File: src/pimr_pkg.sv
// Shared types and widths for the point-in-mesh ray parity block.
// Used by every module under src.
package pimr_pkg;

  localparam int CW   = 32;          // coordinate width
  localparam int DW   = CW + 1;      // edge and offset width
  localparam int PW   = 2 * DW + 1;  // cross product term width
  localparam int QLO  = DW + 1;      // low slice of a cross product term
  localparam int QHI  = PW - QLO;    // high slice of a cross product term
  localparam int MW   = QLO + 1;     // second multiplier operand width
  localparam int AW   = DW + PW + 2; // accumulator width
  localparam int LW   = 32;          // parallel limit width
  localparam int IXW  = 2;           // register index width
  localparam int NSTEP = 16;         // multiply steps per triangle
  localparam int SW   = $clog2(NSTEP);

  localparam logic [IXW-1:0] CFG_POINT_X = IXW'(0);
  localparam logic [IXW-1:0] CFG_POINT_Y = IXW'(1);
  localparam logic [IXW-1:0] CFG_POINT_Z = IXW'(2);
  localparam logic [IXW-1:0] CFG_LIMIT   = IXW'(3);

  typedef struct packed {
    logic signed [CW-1:0] v1_x;
    logic signed [CW-1:0] v1_y;
    logic signed [CW-1:0] v1_z;
    logic signed [CW-1:0] v2_x;
    logic signed [CW-1:0] v2_y;
    logic signed [CW-1:0] v2_z;
    logic signed [CW-1:0] v3_x;
    logic signed [CW-1:0] v3_y;
    logic signed [CW-1:0] v3_z;
    logic                 last_triangle;
  } in_word_t;

  typedef struct packed {
    logic crossed;
    logic inside_res;
    logic final_res;
  } out_word_t;

  typedef struct packed {
    logic signed [DW-1:0] e1x;
    logic signed [DW-1:0] e1y;
    logic signed [DW-1:0] e1z;
    logic signed [DW-1:0] e2x;
    logic signed [DW-1:0] e2y;
    logic signed [DW-1:0] e2z;
    logic signed [DW-1:0] sx;
    logic signed [DW-1:0] sy;
    logic signed [DW-1:0] sz;
    logic                 last;
  } job_t;

  typedef struct packed {
    logic signed [CW-1:0] x;
    logic signed [CW-1:0] y;
    logic signed [CW-1:0] z;
  } point_t;

  typedef struct packed {
    logic full;
    logic empty;
  } q_stat_t;

endpackage

File: src/pimr_front.sv
// Front end: takes triangle words and forms edge and offset vectors.
// Depends on pimr_pkg.
module pimr_front (
  input  pimr_pkg::in_word_t in_word,
  input  pimr_pkg::point_t   point,
  output pimr_pkg::job_t     job
);
  import pimr_pkg::*;

  function automatic logic signed [DW-1:0] ext(input logic signed [CW-1:0] a);
    ext = {a[CW-1], a};
  endfunction

  always_comb begin
    job.e1x  = ext(in_word.v2_x) - ext(in_word.v1_x);
    job.e1y  = ext(in_word.v2_y) - ext(in_word.v1_y);
    job.e1z  = ext(in_word.v2_z) - ext(in_word.v1_z);
    job.e2x  = ext(in_word.v3_x) - ext(in_word.v1_x);
    job.e2y  = ext(in_word.v3_y) - ext(in_word.v1_y);
    job.e2z  = ext(in_word.v3_z) - ext(in_word.v1_z);
    job.sx   = ext(point.x) - ext(in_word.v1_x);
    job.sy   = ext(point.y) - ext(in_word.v1_y);
    job.sz   = ext(point.z) - ext(in_word.v1_z);
    job.last = in_word.last_triangle;
  end

endmodule

File: config.mk
export PLATFORM = sky130hd
export DESIGN_NAME = pimr_front
export DESIGN_NICKNAME = d
export VERILOG_FILES = /design/src/pimr_pkg.sv /design/src/pimr_front.sv
export SDC_FILE = /design/constraint.sdc
export NUM_CORES = 1
export LEC_CHECK = 0
export ABC_AREA = 1
export BUFFER_PORTS_ARGS = -buffer_cell sky130_fd_sc_hd__buf_2
export CORE_AREA = 2 2 265 267
export DETAILED_ROUTE_END_ITERATION = 7
export DIE_AREA = 0 0 267 269
export PLACE_DENSITY = 0.54
export SLEW_MARGIN = 25
export SYNTH_ARGS = -nofsm -noshare
export SYNTH_HDL_FRONTEND = slang
export SYNTH_SLANG_ARGS = --single-unit
File: constraint.sdc
create_clock -name vclk -period 1.5
set_clock_uncertainty 0.1 [all_clocks]
set_input_delay 0.075 -clock vclk [all_inputs]
set_output_delay 0.075 -clock vclk [all_outputs]
set_load 0.03 [all_outputs]
==> impl_metrics.sql <==
INSERT INTO impl_metrics (metric_group, metric, value, unit) VALUES
('worst_hold_path', 'worst_hold_path_type', 'input port to output port', ''),
('synthesis', 'synthTopCellsByArea', 'sky130_fd_sc_hd__nand2_1, sky130_fd_sc_hd__inv_1, sky130_fd_sc_hd__ha_1', ''),
('place', 'preCtsSetupSlack', '-0.651', 'ns'),
('synthesis', 'synth.cells.most_frequent', 'sky130_fd_sc_hd__nand2_1, sky130_fd_sc_hd__inv_1, sky130_fd_sc_hd__nor2_1', ''),
('place', 'buffer_ports.inserted', '681', ''),
('timing', 'finalHoldViolations', '0', ''),
('synthesis', 'post-synth-top-count-cell', 'sky130_fd_sc_hd__nand2_1', ''),
('timing', 'post-route-min-period', '2.01', 'ns'),
('place', 'dp.final_hpwl', '102000', 'um'),
('route', 'antenna_viol_nets_final', '0', ''),
('critical_path', 'cp_cell_sequence', 'buf_2 > clkinvlp_4 > ha_4 > nand2_1 > nor2_2 > nand2_1 > nor2_1 > nand2_1 > nand3_1 > nand2_1 > nand2_2 > buf_6', ''),
('final_layout', 'final_nets', '6897', ''),
('route', 'via_per_inst', '4.67', ''),
('final_layout', 'fillCellCount', '6081', ''),
('power', 'total_leakage_power', '26.6', 'nW'),
('floorplanning', 'initial_core_util', '32.4', '%'),
('floorplanning', 'fp.dieW', '267', 'um'),
('final_layout', 'nFlopsAndLatches', '0', ''),
('clock_network', 'post_cts_hold_buffer_count', '0', ''),
('timing', 'transition_time_of_the_tightest_slew_check_pin', '0.291', 'ns'),
('outcome', 'failed_checks', 'setup timing', ''),
('synthesis', 'yosys.area.top_type_share', '37.3', '%'),
('synthesis', 'synth.cell_area', '22500', 'sq um'),
('critical_path', 'critPathMostFrequentCell', 'sky130_fd_sc_hd__nand2_1', ''),
('critical_path', 'crit_arrival', '1.83', 'ns'),
('outcome', 'status', 'complete, but fails checks', ''),
('timing', 'fin_crit_sh', '134', '%'),
('critical_path', 'crit_fanout', '4', ''),
('route', 'route.detailed.wl_per_inst', '17.0', 'um'),
('power', 'power', '0.0266', 'W'),
('flow_run', 'cap_viol_max_count', '0', ''),
('timing', 'slew_hr', '80.5', '%'),
('route', 'routed_wl', '122000', 'um'),
('synthesis', 'synth.yosys.warnings', '0', ''),
('timing', 'fmax', '498', 'MHz'),
('route', 'routed-via-count', '33502', ''),
('final_layout', 'final_layout_size_suffix_gt1_share', '55.7', '%'),
('critical_path', 'cp_data_required_time', '1.32', 'ns'),
('route', 'drt_iter0_drc', '1577', ''),
('worst_hold_path', 'hold_path_depth', '0', ''),
('timing', 'slew_viol_final', '0', ''),
('critical_path', 'worst_setup_path_start_kind', 'input port', ''),
('final_layout', 'area_growth_syn_to_layout', '108', '%'),
('power', 'power-per-cell-area', '570', 'nW/um^2'),
('floorplanning', 'floorplan.io_pins', '683', ''),
('timing', 'rsz0062_at_grt', 'true', ''),
('route', 'drc_errors', '0', ''),
('place', 'gp_routability_congestion', '0.992', ''),
('critical_path', 'cp-end-kind', 'output port', ''),
('grt', 'global_route_wire_length_before_repair', '175000', 'um'),
('timing', 'report.final.setup_viol', '265', ''),
('grt', 'grt_max_degree', '8', ''),
('synthesis', 'synth-seq-area-share', '0', '%'),
('synthesis', 'yosysUniqueCellTypes', '20', ''),
('synthesis', 'postSynthAreaPerCell', '4.65', 'sq um'),
('route', 'first_pass_iteration_count_of_the_detailed_router', '5', ''),
('final_layout', 'layout.area.seq', '0', 'sq um'),
('synthesis', 'synth.largest_area_cell', 'sky130_fd_sc_hd__nand2_1', ''),
('critical_path', 'crit_slowest_cell', 'sky130_fd_sc_hd__ha_4', ''),
('power', 'irDropWorstVdd', '0.000487', 'V'),
('floorplanning', 'dieArea', '71800', 'sq um'),
('critical_path', 'crit_path_max_incr_delay', '0.37', 'ns'),
('grt', 'grtUsageTotal', '31.5', '%'),
('synthesis', 'syn_inst', '4834', ''),
('floorplanning', 'num_rows', '97', ''),
('synthesis', 'synthesis.nets', '5516', ''),
('timing', 'setup_slack', '-0.509', 'ns'),
('grt', 'antenna_found_initial', '34', ''),
('critical_path', 'criticalPathCategory', 'input port to output port', ''),
('floorplanning', 'design.core.area', '69300', 'sq um'),
('grt', 'vias_in_the_first_global_route', '32596', ''),
('grt', 'gr-total-overflow', '0', ''),
('final_layout', 'final.clkbuf_count', '0', ''),
('floorplanning', 'chipHeight', '269', 'um');
metrics by stage:
stage	util [%]	std cells	cell area, sq um	hold WS (ns)	setup TNS, ns
after floorplan	-	4834	25100	0.182	-9.31
after CTS	61.1	7090	42400	0.0502	-82.85
after global routing	67.4	7168	46700	0.0503	-107.37
after global placement	49.6	7039	34400	0.0502	-121.57
after detailed placement	49.6	7039	34400	0.0502	-124.45
final	67.4	7178	46700	0.0502	-88.25
critical path: cells and delay by family:
| kind | cells | cell delay, ns |
|---|---|---|
| buffers and inverters | 3 | 0.48 |
| adders and majority gates | 1 | 0.37 |
| and+or+nand+nor | 8 | 0.90 |
repair_timing:
| action | CTS | global route |
|---|---|---|
| pin swaps | 542 | 478 |
| setup buffers | 62 | 63 |
| endpoints found under the hold margin | 0 | 0 |
| setup endpoints to repair | 275 | 273 |
| gates cloned | 0 | 0 |
| resized for setup | 2018 | 963 |
cell type report:
class	instances	area (sq um)	area share [%]
repair buffers	1386	11600	24.9
multi-input cells	3588	28800	61.8
diodes	25	62.6	0.134
well taps	940	1180	2.52
inverters	1239	4980	10.7
cells in the final DEF, fill, tap and decap left out, types with 40 or more instances in the layout:
master	netlist	layout
sky130_fd_sc_hd__nand2_1	2231	1267
sky130_fd_sc_hd__inv_1	1239	1028
sky130_fd_sc_hd__nand2_2	58	686
sky130_fd_sc_hd__buf_4	7	558
sky130_fd_sc_hd__buf_6	0	394
sky130_fd_sc_hd__buf_2	0	366
sky130_fd_sc_hd__nand2_4	0	310
sky130_fd_sc_hd__ha_4	0	189
sky130_fd_sc_hd__nor2_1	370	156
sky130_fd_sc_hd__inv_2	0	129
sky130_fd_sc_hd__nor2_4	0	109
sky130_fd_sc_hd__nor2_2	2	107
sky130_fd_sc_hd__nand3_2	10	104
sky130_fd_sc_hd__a21oi_2	5	95
sky130_fd_sc_hd__nand3_1	200	87
sky130_fd_sc_hd__ha_1	288	71
sky130_fd_sc_hd__xor2_4	0	63
sky130_fd_sc_hd__a21oi_1	181	51
sky130_fd_sc_hd__inv_4	0	40
sky130_fd_sc_hd__a21oi_4	0	40
sky130_fd_sc_hd__xor2_2	0	40
where the power goes:
part               total [W]  switching [W]    internal, W
registers                  0              0              0
clock network  0.00000000224              0  0.00000000224
logic                 0.0266         0.0153         0.0114
layer usage:
layer  routed length [um]  share of wire (%)  global-route usage (%)
met5                   81              0.067                       0
met4                 6250                5.1                    12.7
met3                 7170                5.9                    4.89
met2                62200                 51                    59.5
met1                46000                 38                    35.0
kinds of logic after synthesis:
logic type                 share of synthesized area [%]
AOI/OAI and AO/OA                                   4.83
xor gates and xnor gates                            5.26
adders and majority gates                           16.8
buffers and inverters                               20.9
and+or+nand+nor                                     52.2
final timing paths:
kind  slack, ns       end         start
max       -0.51  job[125]  in_word[217]
min        0.05    job[0]    in_word[0]
(Power assumes the default switching activity.)
