### src/pimr_pkg.sv
// Shared types and widths for the point-in-mesh ray parity block.
// Used by every module under src.
package pimr_pkg;

  localparam int CW   = 32;          // coordinate width
  localparam int DW   = CW + 1;      // edge and offset width
  localparam int PW   = 2 * DW + 1;  // cross product term width
  localparam int QLO  = DW + 1;      // low slice of a cross product term
  localparam int QHI  = PW - QLO;    // high slice of a cross product term
  localparam int MW   = QLO + 1;     // second multiplier operand width
  localparam int AW   = DW + PW + 2; // accumulator width
  localparam int LW   = 32;          // parallel limit width
  localparam int IXW  = 2;           // register index width
  localparam int NSTEP = 16;         // multiply steps per triangle
  localparam int SW   = $clog2(NSTEP);

  localparam logic [IXW-1:0] CFG_POINT_X = IXW'(0);
  localparam logic [IXW-1:0] CFG_POINT_Y = IXW'(1);
  localparam logic [IXW-1:0] CFG_POINT_Z = IXW'(2);
  localparam logic [IXW-1:0] CFG_LIMIT   = IXW'(3);

  typedef struct packed {
    logic signed [CW-1:0] v1_x;
    logic signed [CW-1:0] v1_y;
    logic signed [CW-1:0] v1_z;
    logic signed [CW-1:0] v2_x;
    logic signed [CW-1:0] v2_y;
    logic signed [CW-1:0] v2_z;
    logic signed [CW-1:0] v3_x;
    logic signed [CW-1:0] v3_y;
    logic signed [CW-1:0] v3_z;
    logic                 last_triangle;
  } in_word_t;

  typedef struct packed {
    logic crossed;
    logic inside_res;
    logic final_res;
  } out_word_t;

  typedef struct packed {
    logic signed [DW-1:0] e1x;
    logic signed [DW-1:0] e1y;
    logic signed [DW-1:0] e1z;
    logic signed [DW-1:0] e2x;
    logic signed [DW-1:0] e2y;
    logic signed [DW-1:0] e2z;
    logic signed [DW-1:0] sx;
    logic signed [DW-1:0] sy;
    logic signed [DW-1:0] sz;
    logic                 last;
  } job_t;

  typedef struct packed {
    logic signed [CW-1:0] x;
    logic signed [CW-1:0] y;
    logic signed [CW-1:0] z;
  } point_t;

  typedef struct packed {
    logic full;
    logic empty;
  } q_stat_t;

endpackage

### src/pimr_fifo.sv
// Two-entry queue of prepared triangles between front and back.
// Depends on pimr_pkg.
module pimr_fifo (
  input  logic              clk,
  input  logic              rst_n,
  input  logic              push,
  input  pimr_pkg::job_t    wr_job,
  input  logic              pop,
  output pimr_pkg::job_t    rd_job,
  output pimr_pkg::q_stat_t stat
);
  import pimr_pkg::*;

  job_t       mem [2];
  logic       wp_r, rp_r;
  logic [1:0] cnt_r;
  logic       do_push, do_pop;

  assign stat.full  = (cnt_r == 2'd2);
  assign stat.empty = (cnt_r == 2'd0);
  assign do_push    = push && !stat.full;
  assign do_pop     = pop && !stat.empty;
  assign rd_job     = mem[rp_r];

  always_ff @(posedge clk) begin
    if (do_push) begin
      mem[wp_r] <= wr_job;
    end
  end

  always_ff @(posedge clk) begin
    if (!rst_n) begin
      wp_r  <= 1'b0;
      rp_r  <= 1'b0;
      cnt_r <= 2'd0;
    end else begin
      if (do_push) begin
        wp_r <= !wp_r;
      end
      if (do_pop) begin
        rp_r <= !rp_r;
      end
      cnt_r <= cnt_r + 2'(do_push) - 2'(do_pop);
    end
  end

  a_no_overfill: assert property (@(posedge clk) disable iff (!rst_n)
    cnt_r != 2'd3) else $error("queue count out of range");

endmodule

### config.mk
export PLATFORM = sky130hd
export DESIGN_NAME = pimr_fifo
export DESIGN_NICKNAME = d
export VERILOG_FILES = /design/src/pimr_pkg.sv /design/src/pimr_fifo.sv
export SDC_FILE = /design/constraint.sdc
export NUM_CORES = 1
export LEC_CHECK = 0
export ABC_CLOCK_PERIOD_IN_PS = 34900
export BUFFER_PORTS_ARGS = -buffer_cell sky130_fd_sc_hd__buf_2
export CORE_AREA = 2 2 234 236
export DETAILED_ROUTE_END_ITERATION = 10
export DIE_AREA = 0 0 236 238
export PLACE_DENSITY = 0.66
export SYNTH_ARGS = -nofsm -noshare
export SYNTH_HDL_FRONTEND = slang
export SYNTH_SLANG_ARGS = --single-unit
### constraint.sdc
create_clock -name clk -period 34.9 [get_ports clk]
set_input_delay 1.745 -clock clk [delete_from_list [all_inputs] [get_ports clk]]
set_output_delay 1.745 -clock clk [all_outputs]
set_load 0.01 [all_outputs]
==> impl_metrics.prom <==
# TYPE chip_impl_metric gauge
chip_impl_info{name="status",value="completed"} 1
chip_impl_metric{name="grt_first_pass_wirelength",unit="mm"} 70.9
chip_impl_metric{name="cap_violations",unit=""} 0
chip_impl_metric{name="final_antenna_net_count",unit=""} 0
chip_impl_info{name="worstSetupEndpointType",value="output port"} 1
chip_impl_metric{name="critPathArrivalTime",unit="ns"} 3.83
chip_impl_info{name="crit_top_cell",value="buf_4"} 1
chip_impl_metric{name="async_flop_share",unit="%"} 0
chip_impl_metric{name="final_net_count",unit=""} 1898
chip_impl_metric{name="routedWlPerCell",unit="µm"} 21.1
chip_impl_metric{name="setup-violations-final",unit=""} 0
chip_impl_metric{name="synth_nets",unit=""} 1258
chip_impl_metric{name="timing_hold_violations_final",unit=""} 0
chip_impl_info{name="timing.critical_path.from_type",value="flip-flop"} 1
chip_impl_metric{name="syn2layout_area_growth",unit="%"} 25.0
chip_impl_metric{name="clock_sink_count",unit=""} 601
chip_impl_metric{name="timing.slew.headroom",unit="%"} 27.7
chip_impl_info{name="synth_top_cells_by_area",value="edfxtp_1, mux2_4, mux2_2, buf_6, dfxtp_1"} 1
chip_impl_metric{name="die_height",unit="µm"} 238
chip_impl_metric{name="starting_density_of_the_core",unit="%"} 42.2
chip_impl_metric{name="synth.distinct_cells",unit=""} 18
chip_impl_metric{name="synth_edf_count",unit=""} 596
chip_impl_metric{name="cts_resized",unit=""} 0
chip_impl_metric{name="setup_tns",unit="ns"} 0
chip_impl_info{name="synth.most_common_cell",value="edfxtp_1"} 1
chip_impl_metric{name="worstPathMaxFanout",unit=""} 64
chip_impl_metric{name="multiInputGateArea",unit="µm²"} 4250
chip_impl_metric{name="detailed_place.area",unit="µm²"} 26200
chip_impl_metric{name="hpwlAfterDp",unit="mm"} 34.9
chip_impl_metric{name="full_die_area",unit="µm²"} 56200
chip_impl_metric{name="final_period_minus_worst_setup_slack",unit="ns"} 5.58
chip_impl_info{name="critical_path.cell_chain",value="buf_4 -> buf_4 -> mux2_2 -> buf_2"} 1
chip_impl_info{name="cpMaxStageDelayCell",value="buf_4"} 1
chip_impl_metric{name="grt.total_usage",unit="%"} 16.9
chip_impl_metric{name="synth.avg_cell_area",unit="µm²"} 23.7
chip_impl_metric{name="cts_htree_levels",unit=""} 2
chip_impl_metric{name="drt_pre_antenna_iters",unit=""} 4
chip_impl_metric{name="chipWidth",unit="µm"} 236
chip_impl_metric{name="critical_path_required",unit="ns"} 33.15
chip_impl_metric{name="total_leakage_power",unit="nW"} 10.9
chip_impl_metric{name="grt_antenna_before_repair",unit=""} 20
chip_impl_metric{name="cts_inserted_buffers",unit=""} 60
chip_impl_metric{name="cellPowerDensity",unit="nW/µm²"} 77.5
chip_impl_metric{name="drive_gt1_share",unit="%"} 60.8
chip_impl_metric{name="post-synth-top-area-fraction",unit="%"} 79.3
chip_impl_metric{name="viasPerCell",unit=""} 4.81
chip_impl_metric{name="post_cts_buffers",unit=""} 0
chip_impl_metric{name="routed_wirelength",unit="mm"} 49.6
chip_impl_metric{name="placement_rows",unit=""} 85
chip_impl_metric{name="cell_count_after_synthesis",unit=""} 954
chip_impl_metric{name="timing_max_transition_violations_final",unit=""} 0
chip_impl_metric{name="fillers",unit=""} 4299
chip_impl_metric{name="post-route-drc-count",unit=""} 0
chip_impl_info{name="cp_top_family",value="buffers and inverters"} 1
chip_impl_metric{name="worst_path_buf_inv",unit=""} 3
chip_impl_metric{name="drt_iter0_drc",unit=""} 627
chip_impl_metric{name="number_of_i_o_port_buffers",unit=""} 601
chip_impl_metric{name="cts-root-to-sink-buffers",unit=""} 3
chip_impl_metric{name="grt-ovfl-total",unit=""} 0
chip_impl_metric{name="area_inside_the_core_boundary",unit="µm²"} 53500
chip_impl_info{name="class_of_the_most_critical_hold_timing_path",value="flip-flop to flip-flop"} 1
chip_impl_metric{name="grt_start_max_net_pins",unit=""} 147
chip_impl_metric{name="synth_seq_area_share",unit="%"} 79.7
chip_impl_metric{name="cts-hold-fix-buffers",unit=""} 0
chip_impl_metric{name="io_pins",unit=""} 602
chip_impl_metric{name="worst_ir_drop_vdd",unit="V"} 0.0000645
chip_impl_metric{name="max_freq",unit="MHz"} 179
chip_impl_metric{name="grt_pass1_vias",unit=""} 11868
chip_impl_metric{name="finalInstanceArea",unit="µm²"} 28200
chip_impl_metric{name="cp_slowest_stage_delay",unit="ns"} 0.94
chip_impl_metric{name="clock_skew",unit="ns"} 0.0133
chip_impl_metric{name="worst_setup_hold_path_clk_slew",unit="ns"} 0.06
chip_impl_info{name="ys_top_cells_by_count",value="edfxtp_1, mux2_4, mux2_2"} 1
chip_impl_info{name="cts_tree",value="done"} 1
chip_impl_metric{name="route.vias.total",unit=""} 11305
chip_impl_metric{name="layout_worst_path_cycle_share",unit="%"} 16.0
chip_impl_metric{name="seqCellArea",unit="µm²"} 18000
chip_impl_info{name="synth_ff_type",value="edfxtp_1"} 1
chip_impl_metric{name="syn-cell-area",unit="µm²"} 22600
chip_impl_metric{name="synth-warning-count",unit=""} 0
chip_impl_info{name="clock_tree.root_cell",value="clkbuf_16"} 1
chip_impl_metric{name="tightestPinTransition",unit="ns"} 1.08
chip_impl_info{name="rsz0062_at_grt",value="no"} 1
chip_impl_info{name="synthDominantAreaCellType",value="edfxtp_1"} 1
chip_impl_info{name="path_class",value="flip-flop to output port"} 1
chip_impl_metric{name="clock_latency",unit="ns"} 0.59
chip_impl_metric{name="place_congestion",unit=""} 0.860
chip_impl_metric{name="synth-seq-cells",unit=""} 601
[sequential cells by signal, summed over array words and instances (netlist names), named ones only]
register	count
cnt_r	2
wp_r	1
mem	596
rp_r	1
[cells in the final DEF, fill, tap and decap left out, drive strengths merged]
| cell type | synthesis | routed |
|---|---|---|
| and2 | 2 | 2 |
| and3 | 1 | 1 |
| buf | 33 | 611 |
| bufinv | 0 | 5 |
| clkbuf | 0 | 76 |
| clkinv | 0 | 27 |
| clkinvlp | 0 | 3 |
| dfxtp | 5 | 5 |
| diode | 0 | 8 |
| edfxtp | 596 | 596 |
| ha | 2 | 2 |
| inv | 3 | 6 |
| mux2 | 298 | 298 |
| mux2i | 1 | 1 |
| nand2 | 2 | 2 |
| nand2b | 2 | 2 |
| nor2 | 5 | 5 |
| nor3 | 1 | 1 |
| o21a | 1 | 1 |
| xnor2 | 1 | 1 |
| xor2 | 1 | 1 |
[worst paths after layout]
| kind | endpoint | slack (ns) | cells after the start | startpoint |
|---|---|---|---|---|
| setup / recovery | rd_job[289] | 29.32 | 4 | flip-flop |
| hold / removal | flip-flop | 0.51 | 2 | rp_r |
| setup reg to reg | mem[1][159] | 31.37 | 4 | cnt_r[0] |
| hold reg to reg | flip-flop | 0.51 | 2 | rp_r |
[metal layers]
layer / part of all wire, % / wire, µm / up-vias / track usage [%]
li1: - / - / 5107 / -
met2: 52 / 25700 / 422 / 29.8
met5: 0.25 / 126 / - / 0
met1: 35 / 17500 / 5635 / 18.0
met3: 8.7 / 4340 / 121 / 6.41
met4: 4.0 / 1970 / 20 / 7.91
[cell families after synthesis]
logic type                 after synthesis  synth area share [%]
AOI/OAI and AO/OA                        1                0.0333
xor gates and xnor gates                 2                0.0776
adders and majority gates                2                 0.111
buffers and inverters                   36                  1.50
DFF                                    601                  79.7
muxes                                  299                  18.3
and+or+nand+nor                         13                 0.277
[worst min-delay path, delay by kind of cell, from the launching register on]
| kind | cells | cell delay, ns |
|---|---|---|
| flops | 1 | 0.32 |
| xor+xnor | 1 | 0.08 |
| simple gates | 1 | 0.08 |
[cell type report]
cell class,instances,area share [%]
clock inverter,38,1.14
sequential,601,63.8
inverter,3,0.0399
multi-input combinational,317,15.0
timing repair buffer,611,11.0
tap,696,3.09
antenna,8,0.0709
clock buffer,76,5.82
[power by group]
| group | total [mW] | switching [mW] | internal (mW) |
|---|---|---|---|
| combinational | 0.587 | 0.301 | 0.286 |
| clock | 0.630 | 0.261 | 0.369 |
| sequential | 0.970 | 0.0378 | 0.932 |
[per-stage QoR]
step | instances | setup WS, ns | utilization, % | hold slack (ns) | total power, mW
after floorplan | 954 | 19.76 | - | 0.455 | 1.42
after global placement | 2228 | 30.00 | 49.0 | 0.498 | 1.57
after detailed placement | 2228 | 29.90 | 49.0 | 0.505 | 1.58
after CTS | 2342 | 29.25 | 52.7 | 0.519 | 2.21
after global routing | 2348 | 29.10 | 52.7 | 0.556 | 2.28
final | 2350 | 29.32 | 52.8 | 0.513 | 2.19
(Power assumes the default switching activity.)
